===== config.mk =====
export PLATFORM = sky130hd
export DESIGN_NAME = scsi_cdb_analyzer
export DESIGN_NICKNAME = d
export VERILOG_FILES = /design/src/rtl/core/scda_pkg.sv /design/src/rtl/core/scda_decode.sv /design/src/rtl/core/scsi_cdb_analyzer.sv
export SDC_FILE = /design/constraint.sdc
export NUM_CORES = 2
export LEC_CHECK = 0
export BUFFER_PORTS_ARGS = -buffer_cell sky130_fd_sc_hd__buf_2
export CAP_MARGIN = 20
export CORE_ASPECT_RATIO = 1.2
export CORE_MARGIN = 1
export CORE_UTILIZATION = 40
export CTS_CLUSTER_DIAMETER = 40
export DETAILED_ROUTE_END_ITERATION = 8
export HOLD_SLACK_MARGIN = 0.1
export SYNTH_ARGS = -nofsm -noshare
export SYNTH_HDL_FRONTEND = slang
export SYNTH_SLANG_ARGS = --single-unit

===== constraint.sdc =====
create_clock -name i_clk -period 14.5 [get_ports i_clk]
set_clock_uncertainty 0.1 [all_clocks]
set_input_delay 2.9 -clock i_clk [delete_from_list [all_inputs] [get_ports i_clk]]
set_output_delay 2.9 -clock i_clk [all_outputs]
set_load 0.01 [all_outputs]

===== src/rtl/core/scda_pkg.sv =====
// Shared types, opcode codes and decode functions for the CDB analyzer.
// No dependencies; used by scda_decode and scsi_cdb_analyzer.
package scda_pkg;

    localparam int CountW  = 32;
    localparam int FactorW = 17;
    localparam int LenW    = 48;
    localparam int ProdW   = CountW + FactorW;

    localparam logic [LenW-1:0]    LEN_MAX       = {LenW{1'b1}};
    // 2352 data bytes plus 96 subchannel bytes per CD sector
    localparam logic [FactorW-1:0] CD_SECTOR_BYTES = FactorW'(2352 + 96);

    localparam logic [7:0] OP_READ6     = 8'h08;
    localparam logic [7:0] OP_READ10    = 8'h28;
    localparam logic [7:0] OP_READ12    = 8'ha8;
    localparam logic [7:0] OP_WRITE6    = 8'h0a;
    localparam logic [7:0] OP_WRITE10   = 8'h2a;
    localparam logic [7:0] OP_WRITE12   = 8'haa;
    localparam logic [7:0] OP_READ_CD   = 8'hbe;
    localparam logic [7:0] OP_READ_CD_MSF = 8'hb9;
    localparam logic [7:0] OP_VERIFY    = 8'h2f;

    localparam logic [7:0] OP_REZERO            = 8'h01;
    localparam logic [7:0] OP_REQUEST_SENSE     = 8'h03;
    localparam logic [7:0] OP_READ_BLOCK_LIMITS = 8'h05;
    localparam logic [7:0] OP_INQUIRY           = 8'h12;
    localparam logic [7:0] OP_MODE_SELECT6      = 8'h15;
    localparam logic [7:0] OP_MODE_SENSE6       = 8'h1a;
    localparam logic [7:0] OP_READ_CAPACITY     = 8'h25;
    localparam logic [7:0] OP_PREFETCH          = 8'h34;
    localparam logic [7:0] OP_READ_DEFECT       = 8'h37;
    localparam logic [7:0] OP_READ_SUBCHANNEL   = 8'h42;
    localparam logic [7:0] OP_READ_TOC          = 8'h43;
    localparam logic [7:0] OP_READ_DISC_INFO    = 8'h51;
    localparam logic [7:0] OP_READ_TRACK_INFO   = 8'h52;
    localparam logic [7:0] OP_MODE_SELECT10     = 8'h55;
    localparam logic [7:0] OP_MODE_SENSE10      = 8'h5a;
    localparam logic [7:0] OP_MECH_STATUS       = 8'hbd;

    localparam logic [1:0] DIR_NONE = 2'd0;
    localparam logic [1:0] DIR_OUT  = 2'd1;
    localparam logic [1:0] DIR_IN   = 2'd2;

    localparam int BYTCHK_BIT = 1;

    typedef struct packed {
        logic [4:0]         cdb_length;
        logic [1:0]         direction;
        logic               tlen_valid;
        logic               tlen_use;
        logic               need_use;
        logic               cd_sector;
        logic [CountW-1:0]  count;
    } t_dec;

    typedef struct packed {
        logic [4:0] cdb_length;
        logic [1:0] direction;
        logic       tlen_valid;
        logic       tlen_use;
        logic       need_use;
    } t_ctl;

    function automatic logic [4:0] group_length(input logic [2:0] grp);
        logic [4:0] len;
        case (grp)
            3'd0:    len = 5'd6;
            3'd1:    len = 5'd10;
            3'd2:    len = 5'd10;
            3'd3:    len = 5'd12;
            3'd4:    len = 5'd16;
            3'd5:    len = 5'd12;
            3'd6:    len = 5'd10;
            default: len = 5'd10;
        endcase
        return len;
    endfunction

    function automatic logic [1:0] list_direction(input logic [7:0] op);
        logic [1:0] dir;
        dir = DIR_NONE;
        if (op inside {OP_WRITE6, OP_WRITE10, OP_WRITE12, OP_MODE_SELECT6,
                       OP_MODE_SELECT10}) begin
            dir = DIR_OUT;
        end else if (op inside {OP_REZERO, OP_REQUEST_SENSE, OP_READ_BLOCK_LIMITS, OP_READ6,
                                OP_INQUIRY, OP_MODE_SENSE6, OP_MODE_SENSE10,
                                OP_READ_CAPACITY, OP_READ10, OP_PREFETCH, OP_READ_DEFECT,
                                OP_READ_SUBCHANNEL, OP_READ_TOC, OP_READ12,
                                OP_READ_DISC_INFO, OP_READ_TRACK_INFO,
                                OP_MECH_STATUS}) begin
            dir = DIR_IN;
        end
        return dir;
    endfunction

endpackage


===== src/rtl/core/scda_decode.sv =====
// Opcode decode for the CDB analyzer: length, direction, count selection.
// Depends on scda_pkg.
module scda_decode (
    input  logic [7:0]     i_opcode,
    input  logic [7:0]     i_cdb_byte1,
    input  logic [7:0]     i_cdb_byte4,
    input  logic [7:0]     i_cdb_byte6,
    input  logic [7:0]     i_cdb_byte7,
    input  logic [7:0]     i_cdb_byte8,
    input  logic [7:0]     i_cdb_byte9,
    output scda_pkg::t_dec o_dec
);

    logic [scda_pkg::CountW-1:0] w_cnt6;
    logic [scda_pkg::CountW-1:0] w_cnt10;
    logic [scda_pkg::CountW-1:0] w_cnt12;
    logic [scda_pkg::CountW-1:0] w_cnt_cd;

    assign w_cnt6   = {24'd0, i_cdb_byte4};
    assign w_cnt10  = {16'd0, i_cdb_byte7, i_cdb_byte8};
    assign w_cnt12  = {i_cdb_byte6, i_cdb_byte7, i_cdb_byte8, i_cdb_byte9};
    assign w_cnt_cd = {8'd0, i_cdb_byte6, i_cdb_byte7, i_cdb_byte8};

    always_comb begin
        o_dec            = '0;
        o_dec.cdb_length = scda_pkg::group_length(i_opcode[7:5]);
        o_dec.direction  = scda_pkg::list_direction(i_opcode);
        case (i_opcode)
            scda_pkg::OP_READ6: begin
                o_dec.need_use = 1'b1;
                o_dec.count    = w_cnt6;
            end
            scda_pkg::OP_READ10: begin
                o_dec.need_use = 1'b1;
                o_dec.count    = w_cnt10;
            end
            scda_pkg::OP_READ12: begin
                o_dec.need_use = 1'b1;
                o_dec.count    = w_cnt12;
            end
            scda_pkg::OP_WRITE6: begin
                o_dec.tlen_valid = 1'b1;
                o_dec.tlen_use   = 1'b1;
                o_dec.need_use   = 1'b1;
                o_dec.count      = w_cnt6;
            end
            scda_pkg::OP_WRITE10: begin
                o_dec.tlen_valid = 1'b1;
                o_dec.tlen_use   = 1'b1;
                o_dec.need_use   = 1'b1;
                o_dec.count      = w_cnt10;
            end
            scda_pkg::OP_WRITE12: begin
                o_dec.tlen_valid = 1'b1;
                o_dec.tlen_use   = 1'b1;
                o_dec.need_use   = 1'b1;
                o_dec.count      = w_cnt12;
            end
            scda_pkg::OP_READ_CD, scda_pkg::OP_READ_CD_MSF: begin
                o_dec.need_use  = 1'b1;
                o_dec.cd_sector = 1'b1;
                o_dec.count     = w_cnt_cd;
            end
            scda_pkg::OP_VERIFY: begin
                // without byte check the data length is cleared
                o_dec.tlen_valid = 1'b1;
                if (i_cdb_byte1[scda_pkg::BYTCHK_BIT]) begin
                    o_dec.direction = scda_pkg::DIR_OUT;
                    o_dec.tlen_use  = 1'b1;
                    o_dec.need_use  = 1'b1;
                    o_dec.count     = w_cnt10;
                end else begin
                    o_dec.direction = scda_pkg::DIR_NONE;
                end
            end
            default: begin
            end
        endcase
    end

endmodule


===== src/rtl/core/scsi_cdb_analyzer.sv =====
// SCSI CDB analyzer: takes one command descriptor per cycle and returns its
// length, data direction, write-side transfer length and buffer requirement.
// Depends on scda_pkg and scda_decode.
//
// Each command passes through three register stages (decode, multiply,
// saturate/output); the first stage captures at the edge of the transfer and
// the result then moves through the multiply and output registers. One command
// is taken every cycle while the output is not stalled. The 32 x 17
// bit count-times-block-size multiplier in the middle stage sets the
// stage depth. A stall on the output fills empty stages first
// and holds the input only once all three are occupied. block_size is written
// over the APB port at byte address 0 and should change only while the block
// is idle; products above 2^48-1 saturate.
module scsi_cdb_analyzer (
    input  logic        i_clk,
    input  logic        i_rst_n,
    // configuration
    input  logic        psel,
    input  logic        penable,
    input  logic        pwrite,
    input  logic [2:0]  paddr,
    input  logic [31:0] pwdata,
    output logic [31:0] prdata,
    output logic        pready,
    // command input
    input  logic        i_in_valid,
    output logic        o_in_stall,
    input  logic [7:0]  i_opcode,
    input  logic [7:0]  i_cdb_byte1,
    input  logic [7:0]  i_cdb_byte4,
    input  logic [7:0]  i_cdb_byte6,
    input  logic [7:0]  i_cdb_byte7,
    input  logic [7:0]  i_cdb_byte8,
    input  logic [7:0]  i_cdb_byte9,
    // result output
    output logic        o_out_valid,
    input  logic        i_out_stall,
    output logic [4:0]  o_cdb_length,
    output logic [1:0]  o_direction,
    output logic        o_transfer_len_valid,
    output logic [47:0] o_transfer_len,
    output logic [47:0] o_buffer_need
);

    localparam logic REG_BLOCK_SIZE = 1'b0;

    logic [scda_pkg::FactorW-1:0] r_block_size;

    scda_pkg::t_dec               w_dec;
    logic                         r_v1;
    scda_pkg::t_dec               r_d1;
    logic                         r_v2;
    scda_pkg::t_ctl               r_c2;
    logic [scda_pkg::ProdW-1:0]   r_p2;
    logic                         r_v3;

    logic                         w_rdy1;
    logic                         w_rdy2;
    logic                         w_rdy3;
    logic [scda_pkg::FactorW-1:0] w_factor;
    logic [scda_pkg::ProdW-1:0]   n_p2;
    logic [scda_pkg::LenW-1:0]    w_sat;

    // configuration port
    assign pready = 1'b1;

    always_comb begin
        prdata = '0;
        if (paddr[2] == REG_BLOCK_SIZE) begin
            prdata = {15'd0, r_block_size};
        end
    end

    always_ff @(posedge i_clk) begin
        if (!i_rst_n) begin
            r_block_size <= scda_pkg::FactorW'(512);
        end else if (psel && penable && pwrite && pready && paddr[2] == REG_BLOCK_SIZE) begin
            r_block_size <= pwdata[scda_pkg::FactorW-1:0];
        end
    end

    // per-stage flow control: a stage advances when it is empty or drains
    assign w_rdy3     = !r_v3 || !i_out_stall;
    assign w_rdy2     = !r_v2 || w_rdy3;
    assign w_rdy1     = !r_v1 || w_rdy2;
    assign o_in_stall = !w_rdy1;

    scda_decode u_decode (
        .i_opcode    (i_opcode),
        .i_cdb_byte1 (i_cdb_byte1),
        .i_cdb_byte4 (i_cdb_byte4),
        .i_cdb_byte6 (i_cdb_byte6),
        .i_cdb_byte7 (i_cdb_byte7),
        .i_cdb_byte8 (i_cdb_byte8),
        .i_cdb_byte9 (i_cdb_byte9),
        .o_dec       (w_dec)
    );

    // stage 1: decode
    always_ff @(posedge i_clk) begin
        if (!i_rst_n) begin
            r_v1 <= 1'b0;
        end else if (w_rdy1) begin
            r_v1 <= i_in_valid;
        end
    end

    always_ff @(posedge i_clk) begin
        if (w_rdy1) begin
            r_d1 <= w_dec;
        end
    end

    // stage 2: multiply
    assign w_factor = r_d1.cd_sector ? scda_pkg::CD_SECTOR_BYTES : r_block_size;
    assign n_p2     = scda_pkg::ProdW'(r_d1.count) * scda_pkg::ProdW'(w_factor);

    always_ff @(posedge i_clk) begin
        if (!i_rst_n) begin
            r_v2 <= 1'b0;
        end else if (w_rdy2) begin
            r_v2 <= r_v1;
        end
    end

    always_ff @(posedge i_clk) begin
        if (w_rdy2) begin
            r_p2            <= n_p2;
            r_c2.cdb_length <= r_d1.cdb_length;
            r_c2.direction  <= r_d1.direction;
            r_c2.tlen_valid <= r_d1.tlen_valid;
            r_c2.tlen_use   <= r_d1.tlen_use;
            r_c2.need_use   <= r_d1.need_use;
        end
    end

    // stage 3: saturate and hold the result
    assign w_sat = r_p2[scda_pkg::ProdW-1] ? scda_pkg::LEN_MAX : r_p2[scda_pkg::LenW-1:0];

    always_ff @(posedge i_clk) begin
        if (!i_rst_n) begin
            r_v3 <= 1'b0;
        end else if (w_rdy3) begin
            r_v3 <= r_v2;
        end
    end

    always_ff @(posedge i_clk) begin
        if (w_rdy3) begin
            o_cdb_length         <= r_c2.cdb_length;
            o_direction          <= r_c2.direction;
            o_transfer_len_valid <= r_c2.tlen_valid;
            o_transfer_len       <= r_c2.tlen_use ? w_sat : '0;
            o_buffer_need        <= r_c2.need_use ? w_sat : '0;
        end
    end

    assign o_out_valid = r_v3;

endmodule


Word level (Yosys, flattened, before mapping)
Cells that the tools add are included.
{"block": "op_classes", "mul": 1, "n_bitwise": 1, "mux": 14, "reduce_logical": 21, "n_eq_ne": 28}
{"cell": "$pmux 32 s5", "count": 1}
{"cell": "$mul 32x17->49", "count": 1}
{"cell": "$eq 8x6->1 const B", "count": 6}
{"cell": "$eq 8x7->1 const B", "count": 6}
{"cell": "$mux 48", "count": 1}
{"cell": "$eq 8x8->1 const B", "count": 5}
{"cell": "$mux 17", "count": 2}
{"cell": "$eq 8x5->1 const B", "count": 3}
{"cell": "$reduce_bool 17->1", "count": 1}
{"cell": "$eq 8x4->1 const B", "count": 2}
{"cell": "$mux 16", "count": 1}
{"cell": "$pmux 5 s3", "count": 1}
{"cell": "$reduce_or 2->1", "count": 5}
{"cell": "$eq 8x1->1 const B", "count": 1}
{"cell": "$eq 8x2->1 const B", "count": 1}
{"cell": "$eq 8x3->1 const B", "count": 1}
{"cell": "$mux 2", "count": 4}
{"cell": "$reduce_or 8->1", "count": 1}
{"cell": "$eq 3x3->1 const B", "count": 2}
{"cell": "$logic_not 1->1", "count": 5}
{"cell": "$reduce_bool 5->1", "count": 1}
{"cell": "$pmux 2 s2", "count": 1}
{"cell": "$eq 3x2->1 const B", "count": 1}
{"cell": "$logic_and 1x1->1", "count": 3}
{"cell": "other kinds (6)", "count": 9}
{"block": "totals", "elab_cells": 87, "ff_bits": 226, "input_bits": 98, "out_inout_bits": 139}

Logic depth before layout (Yosys ltp)
{"block": "depth", "ltp_word": 5, "mapped_depth": 26, "mapped_depth_nobuf": 23}

Hierarchy
A second synthesis with hierarchy kept.
{"block": "unflattened", "cells_unflattened": 2689, "area_unflattened_um2": 26754.4}
{"mod": "scsi_cdb_analyzer", "n_inst": 1, "seq_area_each_um2": 6586.3, "cells_each": 2514, "area_each_um2": 25549.5}
{"mod": "scda_decode", "n_inst": 1, "seq_area_each_um2": 0.0, "cells_each": 175, "area_each_um2": 1204.9}

Worst setup path after synthesis
OpenSTA, ideal clock, no wires.
{"block": "synth_timing", "path_type": "input port to output port", "start": "input port i_out_stall", "end": "output port o_in_stall", "slack_ns": 7.258, "required_time_ns": 11.500, "arrival_time_ns": 4.242, "n_path_buf": 0, "path_stages": 3, "path_cell_list": "and3_1 -> nand2_1 -> inv_1"}
{"block": "synth_between", "elab_chain_len": 5}
{"item": "from (decl)", "line": "scsi_cdb_analyzer.sv:37", "source": "input logic i_out_stall,"}
{"item": "$logic_not 1->1", "line": "scsi_cdb_analyzer.sv:83", "source": "assign w_rdy3 = !r_v3 || !i_out_stall;"}
{"item": "$logic_or 1x1->1", "line": "scsi_cdb_analyzer.sv:83"}
{"item": "$logic_or 1x1->1", "line": "scsi_cdb_analyzer.sv:84", "source": "assign w_rdy2 = !r_v2 || w_rdy3;"}
{"item": "$logic_or 1x1->1", "line": "scsi_cdb_analyzer.sv:85", "source": "assign w_rdy1 = !r_v1 || w_rdy2;"}
{"item": "$logic_not 1->1", "line": "scsi_cdb_analyzer.sv:86", "source": "assign o_in_stall = !w_rdy1;"}
{"item": "to (decl)", "line": "scsi_cdb_analyzer.sv:27", "source": "output logic o_in_stall,"}
Every way passes these cells.

Worst setup path in the final report
{"block": "layout_timing", "start": "register r_d1[32] (netlist bit)", "end": "register r_p2[43] (netlist bit) (data pin)"}
{"block": "layout_between", "elab_chain_len": 2}
{"item": "from (decl)", "line": "scsi_cdb_analyzer.sv:51", "source": "scda_pkg::t_dec r_d1;"}
{"item": "from (signal assigned)", "line": "scsi_cdb_analyzer.sv:110", "source": "r_d1 <= w_dec;"}
{"item": "$mux 17", "line": "scsi_cdb_analyzer.sv:115", "source": "assign w_factor = r_d1.cd_sector ? scda_pkg::CD_SECTOR_BYTES : r_block_size;"}
{"item": "$mul 32x17->49", "line": "scsi_cdb_analyzer.sv:116", "source": "assign n_p2 = scda_pkg::ProdW'(r_d1.count) * scda_pkg::ProdW'(w_factor);"}
{"item": "net n_p2 (one bit)", "line": "scsi_cdb_analyzer.sv:61", "source": "logic [scda_pkg::ProdW-1:0] n_p2;"}
{"item": "to (signal assigned)", "line": "scsi_cdb_analyzer.sv:128", "source": "r_p2 <= n_p2;"}
{"item": "to (decl)", "line": "scsi_cdb_analyzer.sv:54", "source": "logic [scda_pkg::ProdW-1:0] r_p2;"}
The timed path passes the listed nets, and every way through them passes these cells.
A chain may end at the register's enable or synchronous reset.

==> results by group <==
Detailed routing
  • Total wire length: 65.9 mm
  • Wire length on met2: 30.8 mm
  • Pre-antenna DRT Iters: 5
  • Post-route DRC: 0
  • DR iter-0 viols: 1,082
  • Remaining antenna violation count: 0
  • Via density: 5.17
  • Length of routed wiring on met1: 27.5 mm
  • WL/cell: 18.6 um
  • Met3 WL post-DR: 5.06 mm
  • Vias: 18.3k
  • Top Metal Used: met4

Min path
  • HP Class: flop to flop
  • Worst hold endpoint: r_c2[9]$_DFFE_PP_
  • Hold path startpoint: r_d1[42]$_DFFE_PN_
  • Hold Path Stages: 0

Synth
  • Yosys cell types: 69
  • Syn Area/Cell: 10.0 um^2
  • Mapped Area: 26,000 um^2
  • Number of synthesis warnings: 0
  • Post-synth ARST share: 0
  • Post-synth EDFFs: 203
  • Top_reg_cell synth: edfxtp_1
  • #FFs+latches synth: 223
  • Post-synthesis cell count: 2,584
  • Sequential-to-total area share from yosys stat: 0.250

Placement
  • Placed cell count: 3,480
  • Port bufs: 195
  • Placed wire-length estimate: 48.7 mm
  • Final RePlAce weighted congestion: 0.951
  • Cell Area, Placed: 27,600 um^2

Clock tree
  • Worst skew pair latency: 0.59 ns
  • Setup bufs post-CTS: 0
  • Clock slew at reported path FFs: 0.06 ns
  • CTS tree: yes
  • TritonCTS Buffers: 29
  • TritonCTS Sinks: 223
  • Clock Path Buffers: 3
  • Hold bufs inserted after CTS: 0
  • Root buffer cell: clkbuf_16
  • H-Tree Level Count: 1
  • Cts repair resizes: 0

Final layout
  • Most common cell after layout, fill and taps aside: inv_1
  • Share of cells above drive strength 1: 0.110
  • Area delta synth->final: 10.2%
  • # diodes: 0
  • Final design utilization: 0.449
  • Final Cell Area: 28,600 um^2
  • Most frequent cells in the layout: inv_1, fa_1, nand2_1
  • Final non-filler cell total: 3,535
  • Final nets: 3,358

Power and ir drop
  • PwrDens: 53.4 nW/um^2
  • Total power: 1.53 mW
  • Leakage: 13.9 nW
  • IR drop worst, VDD: 0.0844 mV

Global routing
  • Vias in the first global route: 19.5k
  • Initial antenna violation count: 1
  • GR Util All Layers: 0.206
  • Total gr overflow: 0
  • First-pass GRT wire length: 106 mm
  • Pin count of the biggest net entering global routing: 97

Critical path
  • Worst Setup End Kind: flop
  • Reg-to-Reg Start: r_d1[32]$_DFFE_PN_
  • Kind of critical path: flop to flop
  • Worst R2R End: r_p2[43]$_DFFE_PP_
  • CP Cell Sequence: buf_16, nor2b_4, nand2_1, fa_1, fa_1, fa_1, inv_1, fa_1, fa_1, inv_1, fa_1, inv_1, ha_1, a21o_1, a31oi_1, a21boi_0, o2111ai_1, a21boi_1, o21bai_1, a31oi_1, xnor2_1
  • CP most frequent cell: fa_1
  • Setup crit start kind: flop
  • Flop2flop setup slack: 6.49 ns
  • Max incr delay on CP: 0.77 ns
  • Crit path DAT: 8.23 ns
  • Crit path max fanout: 32
  • WP data required: 14.72 ns
  • Reg2reg path depth: 21
  • Crit path max-delay cell type: nor2b_4

STA
  • Hold Vio Cnt, Final: 0
  • Final setup viols: 0
  • Setup TNS: 0 ns
  • Final min period: 8.01 ns
  • Worst relative slew slack: 0.211
  • Fmax: 125 MHz
  • Worst slew pin tran: 1.18 ns
  • Unrepaired setup endpoints after global routing: false
  • Crit share post-route: 0.552
  • Max-slew violations: 0

Floorplan
  • Placement Rows: 101
  • Placeable Area: 63,700 um^2
  • Initial Util: 0.408
  • Die height: 281 um
  • Die ar.: 65,900 um^2
  • Die Span X: 235 um
  • Ports: 237

Job
  • Max cap viols: 0

Status
  • Status: completed
-- worst max-delay path, delay by kind of cell (launching register included) --
kind	cells	cell delay, ns
compound gates	7	2.07
xor+xnor	1	0.16
fa+ha+maj	7	3.50
buf+inv	4	0.39
flops	1	0.53
simple gates	2	0.98
-- power breakdown --
part           internal (mW)  switching, mW  leakage, nW  total [mW]
combinational         0.0272         0.0553         10.8      0.0825
sequential             0.709         0.0113         2.62       0.721
clock                  0.430          0.297        0.482       0.726
total                   1.17          0.363         13.9        1.53
-- flip-flops by register name (all words and copies together) (netlist names), 2 cells and up --
| register | cells |
|---|---|
| r_block_size | 17 |
| r_d1 | 42 |
| o_direction | 2 |
| o_buffer_need | 48 |
| o_cdb_length | 4 |
| r_p2 | 49 |
| r_c2 | 9 |
| o_transfer_len | 48 |
-- through the flow --
stage                     setup WS [ns]  hold WS, ns
after floorplan                    7.26        0.300
after global placement             6.21        0.300
after detailed placement           6.15        0.305
after CTS                          6.14        0.319
after global routing               6.25        0.325
final                              6.49        0.320
-- Yosys cell counts, drive strengths merged, types with 4 or more instances --
cell type | n | area, um^2
inv | 519 | 1950
nor2b | 38 | 238
a21boi | 23 | 173
fa | 449 | 8990
o21ai | 31 | 170
a21o | 19 | 143
xor2 | 13 | 114
o21a | 102 | 766
a31oi | 7 | 43.8
nand2b | 5 | 31.3
a211oi | 6 | 45.0
dfxtp | 20 | 400
xnor2 | 30 | 263
and2 | 237 | 1480
nor2 | 28 | 105
nor3 | 15 | 85.1
buf | 26 | 166
clkbuf | 126 | 473
a222oi | 8 | 80.1
nand4 | 8 | 50.1
nand3 | 17 | 85.1
and3 | 4 | 25.0
a22o | 16 | 140
o31ai | 6 | 91.3
or2 | 11 | 68.8
a21oi | 54 | 285
o21bai | 8 | 60.1
nand2 | 395 | 1480
ha | 123 | 1540
edfxtp | 203 | 6100
-- metal layers --
layer	vias up	GRT usage
met1	9206	0.274
met3	156	0.0305
met4	0	0.0763
li1	8128	-
met5	-	0
met2	803	0.340
-- cell families (layout without fill, tap and decap cells) --
kind of cell,after synthesis,count (layout),share of synthesized area
buf+inv,671,783,0.0996
simple gates,774,774,0.146
flops,223,223,0.250
compound gates,299,299,0.0842
fa+ha+maj,572,572,0.405
other cells,2,17,0.000289
xor+xnor,43,43,0.0145
-- how the worst max path moves through the flow --
stage          slack [ns]          startpoint                 end
3_3_place_gp         6.21  r_d1[32]$_DFFE_PN_  r_p2[43]$_DFFE_PP_
3_5_place_dp         6.15  r_d1[32]$_DFFE_PN_  r_p2[43]$_DFFE_PP_
5_1_grt              6.25  r_d1[32]$_DFFE_PN_  r_p2[43]$_DFFE_PP_
6_report             6.49  r_d1[32]$_DFFE_PN_  r_p2[43]$_DFFE_PP_
2_1_floorplan        7.26         i_out_stall          o_in_stall
4_1_cts              6.14  r_d1[32]$_DFFE_PN_  r_p2[43]$_DFFE_PP_
-- cell type report --
class	count	area (um^2)
clock buffer	40	830
clock inverter	14	170
fill	6175	35100
inverter	519	1950
multi-input combinational	1705	17000
sequential	223	6500
tap	824	1030
timing repair buffer	210	1110
Note: power is estimated with default switching activity, not from simulation.
